<file path="src/hw/rtl/smu_pkg.sv">
// smu_pkg: shared codes, defaults and types of the stack machine execute unit
// used by smu_muldiv, the top level and smu_checker; depends on nothing
`timescale 1ns / 1ps
package smu_pkg;

    localparam int DEF_DATA_DEPTH   = 256;
    localparam int DEF_RETURN_DEPTH = 256;
    localparam int DEF_MEM_WORDS    = 2048;

    localparam logic [4:0] F_PUSH    = 5'd0;
    localparam logic [4:0] F_ADD     = 5'd1;
    localparam logic [4:0] F_SUB     = 5'd2;
    localparam logic [4:0] F_MUL     = 5'd3;
    localparam logic [4:0] F_DIV     = 5'd4;
    localparam logic [4:0] F_LESS    = 5'd5;
    localparam logic [4:0] F_GREATER = 5'd6;
    localparam logic [4:0] F_EQUAL   = 5'd7;
    localparam logic [4:0] F_DUP     = 5'd8;
    localparam logic [4:0] F_SWAP    = 5'd9;
    localparam logic [4:0] F_ROT     = 5'd10;
    localparam logic [4:0] F_NROT    = 5'd11;
    localparam logic [4:0] F_DROP    = 5'd12;
    localparam logic [4:0] F_TO_R    = 5'd13;
    localparam logic [4:0] F_FROM_R  = 5'd14;
    localparam logic [4:0] F_R_COPY  = 5'd15;
    localparam logic [4:0] F_FETCH   = 5'd16;
    localparam logic [4:0] F_STORE   = 5'd17;
    localparam logic [4:0] F_CELLS   = 5'd18;
    localparam logic [4:0] F_PRINT   = 5'd19;

    localparam logic [2:0] ST_OK    = 3'd0;
    localparam logic [2:0] ST_UNDER = 3'd1;
    localparam logic [2:0] ST_OVER  = 3'd2;
    localparam logic [2:0] ST_DIV0  = 3'd3;
    localparam logic [2:0] ST_ADDR  = 3'd4;

    typedef struct packed {
        logic        start;
        logic        div;
        logic [31:0] a;
        logic [31:0] b;
    } t_md_req;

endpackage

</file>
<file path="src/hw/rtl/smu_muldiv.sv">
// smu_muldiv: shared iterative unit, shift-add multiply and restoring divide
// one bit per cycle; depends on smu_pkg
`timescale 1ns / 1ps
module smu_muldiv (
    input  logic             i_clk,
    input  logic             i_rst_n,
    input  smu_pkg::t_md_req i_req,
    output logic             o_done,
    output logic [31:0]      o_result
);
    import smu_pkg::*;

    typedef enum logic [1:0] {MD_IDLE, MD_RUN, MD_DONE} t_md_state;

    t_md_state   r_state;
    logic [4:0]  r_cnt;
    logic        r_div;
    logic        r_neg;
    logic [31:0] r_a;
    logic [31:0] r_b;
    logic [31:0] r_acc;
    logic [32:0] rem_sh;
    logic [32:0] diff;

    assign rem_sh   = {r_acc, r_a[31]};
    assign diff     = rem_sh - {1'b0, r_b};
    assign o_done   = (r_state == MD_DONE);
    assign o_result = r_div ? (r_neg ? (32'd0 - r_a) : r_a) : r_acc;

    always_ff @(posedge i_clk) begin
        if (!i_rst_n) begin
            r_state <= MD_IDLE;
            r_cnt   <= 5'd0;
        end else begin
            case (r_state)
                MD_IDLE: begin
                    if (i_req.start) begin
                        r_state <= MD_RUN;
                        r_cnt   <= 5'd0;
                        r_div   <= i_req.div;
                        r_acc   <= 32'd0;
                        r_neg   <= i_req.a[31] ^ i_req.b[31];
                        if (i_req.div) begin
                            r_a <= i_req.a[31] ? (32'd0 - i_req.a) : i_req.a;
                            r_b <= i_req.b[31] ? (32'd0 - i_req.b) : i_req.b;
                        end else begin
                            r_a <= i_req.a;
                            r_b <= i_req.b;
                        end
                    end
                end
                MD_RUN: begin
                    if (r_div) begin
                        if (!diff[32]) begin
                            r_acc <= diff[31:0];
                            r_a   <= {r_a[30:0], 1'b1};
                        end else begin
                            r_acc <= rem_sh[31:0];
                            r_a   <= {r_a[30:0], 1'b0};
                        end
                    end else begin
                        if (r_b[0]) begin
                            r_acc <= r_acc + r_a;
                        end
                        r_a <= {r_a[30:0], 1'b0};
                        r_b <= {1'b0, r_b[31:1]};
                    end
                    r_cnt <= r_cnt + 5'd1;
                    if (r_cnt == 5'd31) begin
                        r_state <= MD_DONE;
                    end
                end
                MD_DONE: begin
                    r_state <= MD_IDLE;
                end
                default: begin
                    r_state <= MD_IDLE;
                end
            endcase
        end
    end
endmodule

</file>
<file path="config.mk">
export PLATFORM = sky130hd
export DESIGN_NAME = smu_muldiv
export DESIGN_NICKNAME = d
export VERILOG_FILES = /design/src/hw/rtl/smu_pkg.sv /design/src/hw/rtl/smu_muldiv.sv
export SDC_FILE = /design/constraint.sdc
export NUM_CORES = 1
export LEC_CHECK = 0
export BUFFER_PORTS_ARGS = -buffer_cell sky130_fd_sc_hd__buf_2
export CAP_MARGIN = 40
export CORE_MARGIN = 2
export CORE_UTILIZATION = 65
export CTS_CLUSTER_DIAMETER = 120
export DETAILED_ROUTE_END_ITERATION = 16
export GPL_ROUTABILITY_DRIVEN = 0
export HOLD_SLACK_MARGIN = 0.02
export PLACE_DENSITY = 0.89
export REMOVE_ABC_BUFFERS = 1
export SYNTH_ARGS = -nofsm -noshare
export SYNTH_HDL_FRONTEND = slang
export SYNTH_SLANG_ARGS = --single-unit
</file>
<file path="constraint.sdc">
create_clock -name i_clk -period 7.2 [get_ports i_clk]
set_input_delay 1.08 -clock i_clk [delete_from_list [all_inputs] [get_ports i_clk]]
set_output_delay 1.08 -clock i_clk [all_outputs]
set_load 0.05 [all_outputs]
</file>
# --- After elaboration in Yosys (flattened, before gate mapping) ---
# Index checks and enable logic that the tools add are counted.
word_totals:
  register_bits: 105
  latch_bits: 0
  ramBits: 0
  mem_bits_ro: 0
  input_bits: 68
  out_inout_bits: 33
  wordCells: 52
  n_memories: 0
classes:
  n_addsub: 6
  multipliers: 0
  div: 0
  order_cmp: 0
  eq_ne: 7
  shifts: 0
  muxes: 23
  bitwise_logic: 1
  reduce_logical: 8
ops:
  columns: ["operator", "count"]
  rows:
  - ["$mux W32", 13]
  - ["$pmux W32 S2", 3]
  - ["$sub A1 B32 Y32 const A", 3]
  - ["$sub A33 B32 Y33", 1]
  - ["$add A32 B32 Y32", 1]
  - ["$pmux W5 S2", 1]
  - ["$reduce_and A4 Y1", 2]
  - ["$ne A2 B2 Y1 const B", 3]
  - ["$reduce_and A3 Y1", 2]
  - ["$add A5 B1 Y5 const B", 1]
  - ["$eq A5 B5 Y1 const B", 1]
  - ["$mux W5", 1]
  - ["$mux W2", 2]
  - ["$pmux W2 S2", 1]
  - ["$reduce_and A2 Y1", 2]
  - ["$ne A3 B3 Y1 const B", 1]
  - ["$eq A2 B1 Y1 const B", 1]
  - ["$eq A2 B2 Y1 const B", 1]
  - ["$logic_not A2 Y1", 1]
  - ["$mux W1", 2]
  - ["$reduce_bool A2 Y1", 1]
  - ["$xor A1 B1 Y1", 1]

# --- Longest topological paths before layout ---
depth:
  depth_word: 5
  depth_mapped: 14
  ltp_nobuf: 12

# --- Least setup slack after synthesis ---
# Ideal clock, no wire load.
synth_timing:
  path_kind: "input -> register"
  start: "input i_req[65] (netlist bit)"
  end: "register r_b[0], enable pin"
  setup_time_ns: 0.392
  arrival_ns: 4.641
  t_required_ns: 6.808
  setup_slack_ns: 2.167
  path_stages: 3
  n_path_buf: 0
  cell_sequence: "nor2_1 > nor3b_1 > and2_1"
synth_via:
  elab_chain_cells: 2
synth_rtl:
  columns: ["element", "line", "source"]
  rows:
  - ["start, declared", "smu_muldiv.sv:7", "input smu_pkg::t_md_req i_req,"]
  - ["$ne A2 B2 Y1 (no line)", null, null]
  - ["$reduce_and A4 Y1 (no line)", null, null]
  - ["end signal, assigned", "smu_muldiv.sv:45", "r_b <= i_req.b[31] ? (32'd0 - i_req.b) : i_req.b;"]
  - ["end signal, assigned", "smu_muldiv.sv:48", "r_b <= i_req.b;"]
  - ["end signal, assigned", "smu_muldiv.sv:66", "r_b <= {1'b0, r_b[31:1]};"]
  - ["end, declared", "smu_muldiv.sv:20", "logic [31:0] r_b;"]
# No other way between the ends.
# A chain may end at the register's enable or synchronous reset.

# --- Worst setup path in the final report ---
layout_timing:
  start: "register r_a[4]"
  end: "output o_result[24]"
layout_via:
  elab_chain_cells: 3
layout_rtl:
  columns: ["element", "line", "source"]
  rows:
  - ["start, declared", "smu_muldiv.sv:19", "logic [31:0] r_a;"]
  - ["start signal, assigned", "smu_muldiv.sv:44", "r_a <= i_req.a[31] ? (32'd0 - i_req.a) : i_req.a;"]
  - ["start signal, assigned", "smu_muldiv.sv:47", "r_a <= i_req.a;"]
  - ["start signal, assigned", "smu_muldiv.sv:56", "r_a <= {r_a[30:0], 1'b1};"]
  - ["$sub A1 B32 Y32", "smu_muldiv.sv:28", "assign o_result = r_div ? (r_neg ? (32'd0 - r_a) : r_a) : r_acc;"]
  - ["$mux W32 (2 in a row)", "smu_muldiv.sv:28", null]
  - ["end, declared", "smu_muldiv.sv:9", "output logic [31:0] o_result"]
# No other way between the ends.

==> flow_summary.yaml <==
layout:
  final_cells: 1532
  final_cell_mix: "136 x nand2_1, 135 x o21ai_0, 121 x a21oi_1"
  drive_above_1_share_pct: 11.3
  fin_nets: 1449
  syn_to_final_growth_pct: 9.18
  utilization_pct: 71.6
  n_antenna_cell: 0
  final_area_um2: 11300
  layout_commonest_cell: "nand2_1"
sta:
  fmax_ghz: 0.209
  slew_viol_final: 0
  fin_crit_ns: 4.78
  setup_tns_ns: 0
  setup_viol: 0
  timing.final.crit_share_pct: 66.4
  hold_violations: 0
  slew_headroom_pct: 40.1
  rsz0062_at_grt: "false"
  tightest_slew_ns: 0.891
  finClkSkew_ns: 0.00799
detailed_routing:
  wirelength_um: 26600
  drt-pass1-iter-count: 6
  drt_iter0_markers: 851
  vias: 9702
  wl_per_cell_um: 17.4
  via_per_inst: 6.33
  detail-route-antenna-nets: 0
  drc: 0
place:
  hpwl_um: 20200
  place_area_um2: 11000
  portBuffers: 100
  dpl.cell_count: 1516
setup_path:
  crit_buf_inv: 1
  slowest_stage: "nor4_1"
  end_kind: "output port"
  worst-setup-path-type: "reg2out"
  slowest_delay_ns: 0.64
  arrival_ns: 3.70
  path_delay_family: "simple AND/OR/NAND/NOR gates"
  critical_path_required_ns: 6.12
  critPathMaxFanout: 5
  cp-start-kind: "flop"
  worstPathCellList: "nor4_1 -> nand2_1 -> or4_1 -> or4b_1 -> o41ai_2 -> xor2_1 -> a21oi_1 -> buf_2"
synthesis:
  syn_area_per_cell_um2: 8.27
  synth_warnings: 0
  synthFlopType: "edfxtp_1"
  ys_types: 70
  ys_ff_latch: 105
  synth_area_um2: 10300
  synthCells: 1246
  seq_area_frac_synth_pct: 29.9
  synth_edf_count: 98
  async_reset_ff_share_pct: 0
clock_tree:
  ctsResizeCount: 0
  path_clk_slew_ns: 0.07
  postCtsSetupBuffers: 0
  cts_made_buffers: 9
  cts.sinks: 105
  cts_hold_buffers: 0
  cts-root-buf: "clkbuf_16"
  tritoncts: "built"
  htree_levels: 3
  cts_buffer_depth: 2
  clock_latency_ns: 0.36
global_route:
  grt_max_degree: 84
  grt_pass1_wl_um: 42400
  gr-total-overflow: 0
  grtUsageTotal_pct: 31.5
  grt_pass1_vias: 9057
  antenna_found_initial: 1
power:
  ir_drop_mv: 0.149
  power.density_nw_per_um2: 212
  power_mw: 2.39
  p_leak_nw: 4.65
outcome:
  status: "completed"
floorplan:
  die_h_um: 130
  die_area_um2: 16900
  core_um2: 15700
  ioPinCount: 101
  start_util_pct: 65.6
  die_w_um: 130
  rows: 46
hold_path:
  min_path_type: "reg2reg"
job:
  max_cap_violations: 0
state kept, by name, summed over array words and instances, names as in the netlist:
name and flops:
r_b 32, r_state 2, r_div 1, r_acc 32, r_cnt 5, r_a 32, r_neg 1
logic make-up after synthesis:
group / count (synthesis) / share of synthesized area [%]
flops: 105 / 29.9
xor+xnor: 139 / 11.8
fa+ha+maj: 70 / 8.64
compound gates: 405 / 24.0
buf+inv: 114 / 4.27
simple gates: 371 / 17.2
mux: 42 / 4.16
power breakdown:
group	switching [mW]	total, mW	leakage, nW	internal [mW]
registers	0.0721	0.828	1.00	0.755
clock network	0.232	0.496	0.139	0.263
logic	0.650	1.07	3.51	0.417
total	0.954	2.39	4.65	1.44
final cells by class:
class | count | area [um2]
Timing Repair Buffer | 111 | 603
Fill cell | 1222 | 4460
Clock buffer | 14 | 274
Sequential cell | 105 | 3080
Tap cell | 216 | 270
Inverter | 57 | 214
Multi-Input combinational cell | 1027 | 6800
Clock inverter | 2 | 12.5
through the flow:
stage,hold WS [ns],setup slack (ns)
floorplan,0.495,0.565
global placement,0.511,3.02
detailed placement,0.525,2.85
CTS,0.545,2.46
global route,0.593,2.25
finish,0.544,2.42
synth_stat cells (12+ instances only):
cell | count | area [um2]
nand2_1 | 136 | 510
o21ai_0 | 135 | 676
a21oi_1 | 121 | 606
edfxtp_1 | 98 | 2940
nor2_1 | 93 | 349
xor2_1 | 70 | 613
xnor2_1 | 69 | 604
ha_1 | 68 | 851
inv_1 | 57 | 214
clkbuf_1 | 41 | 154
mux2i_1 | 35 | 350
a21o_1 | 34 | 255
o31ai_1 | 19 | 143
nand2b_1 | 18 | 113
nor2b_1 | 18 | 113
nor3_1 | 16 | 80.1
nand3_1 | 15 | 75.1
nor4_1 | 13 | 81.3
buf_1 | 12 | 45.0
path summary, 6_finish.rpt:
| path | startpoint | slack (ns) | cells past startpoint | endpoint |
|---|---|---|---|---|
| worst max register to register | r_a[31] | 2.96 | 13 | r_acc[0] |
| worst min-delay path | r_cnt[4] | 0.54 | 2 | r_cnt[4] |
| worst min register to register | r_cnt[4] | 0.54 | 2 | r_cnt[4] |
| worst max-delay path | r_a[4] | 2.42 | 8 | o_result[24] |
per-layer routing:
metal | share of wire, % | vias to the layer above | GRT usage [%]
li1 | - | 4688 | -
met1 | 40 | 4543 | 38.9
met2 | 50 | 379 | 54.9
met3 | 6.2 | 92 | 3.98
met4 | 4.3 | 0 | 14.5
met5 | 0 | - | 0
worst min-delay path, delay by kind of cell (launching register included):
family,cells,cell delay [ns]
compound gates,1,0.07
flops,1,0.34
simple gates,1,0.10
Note: power is estimated with default switching activity, not from simulation.
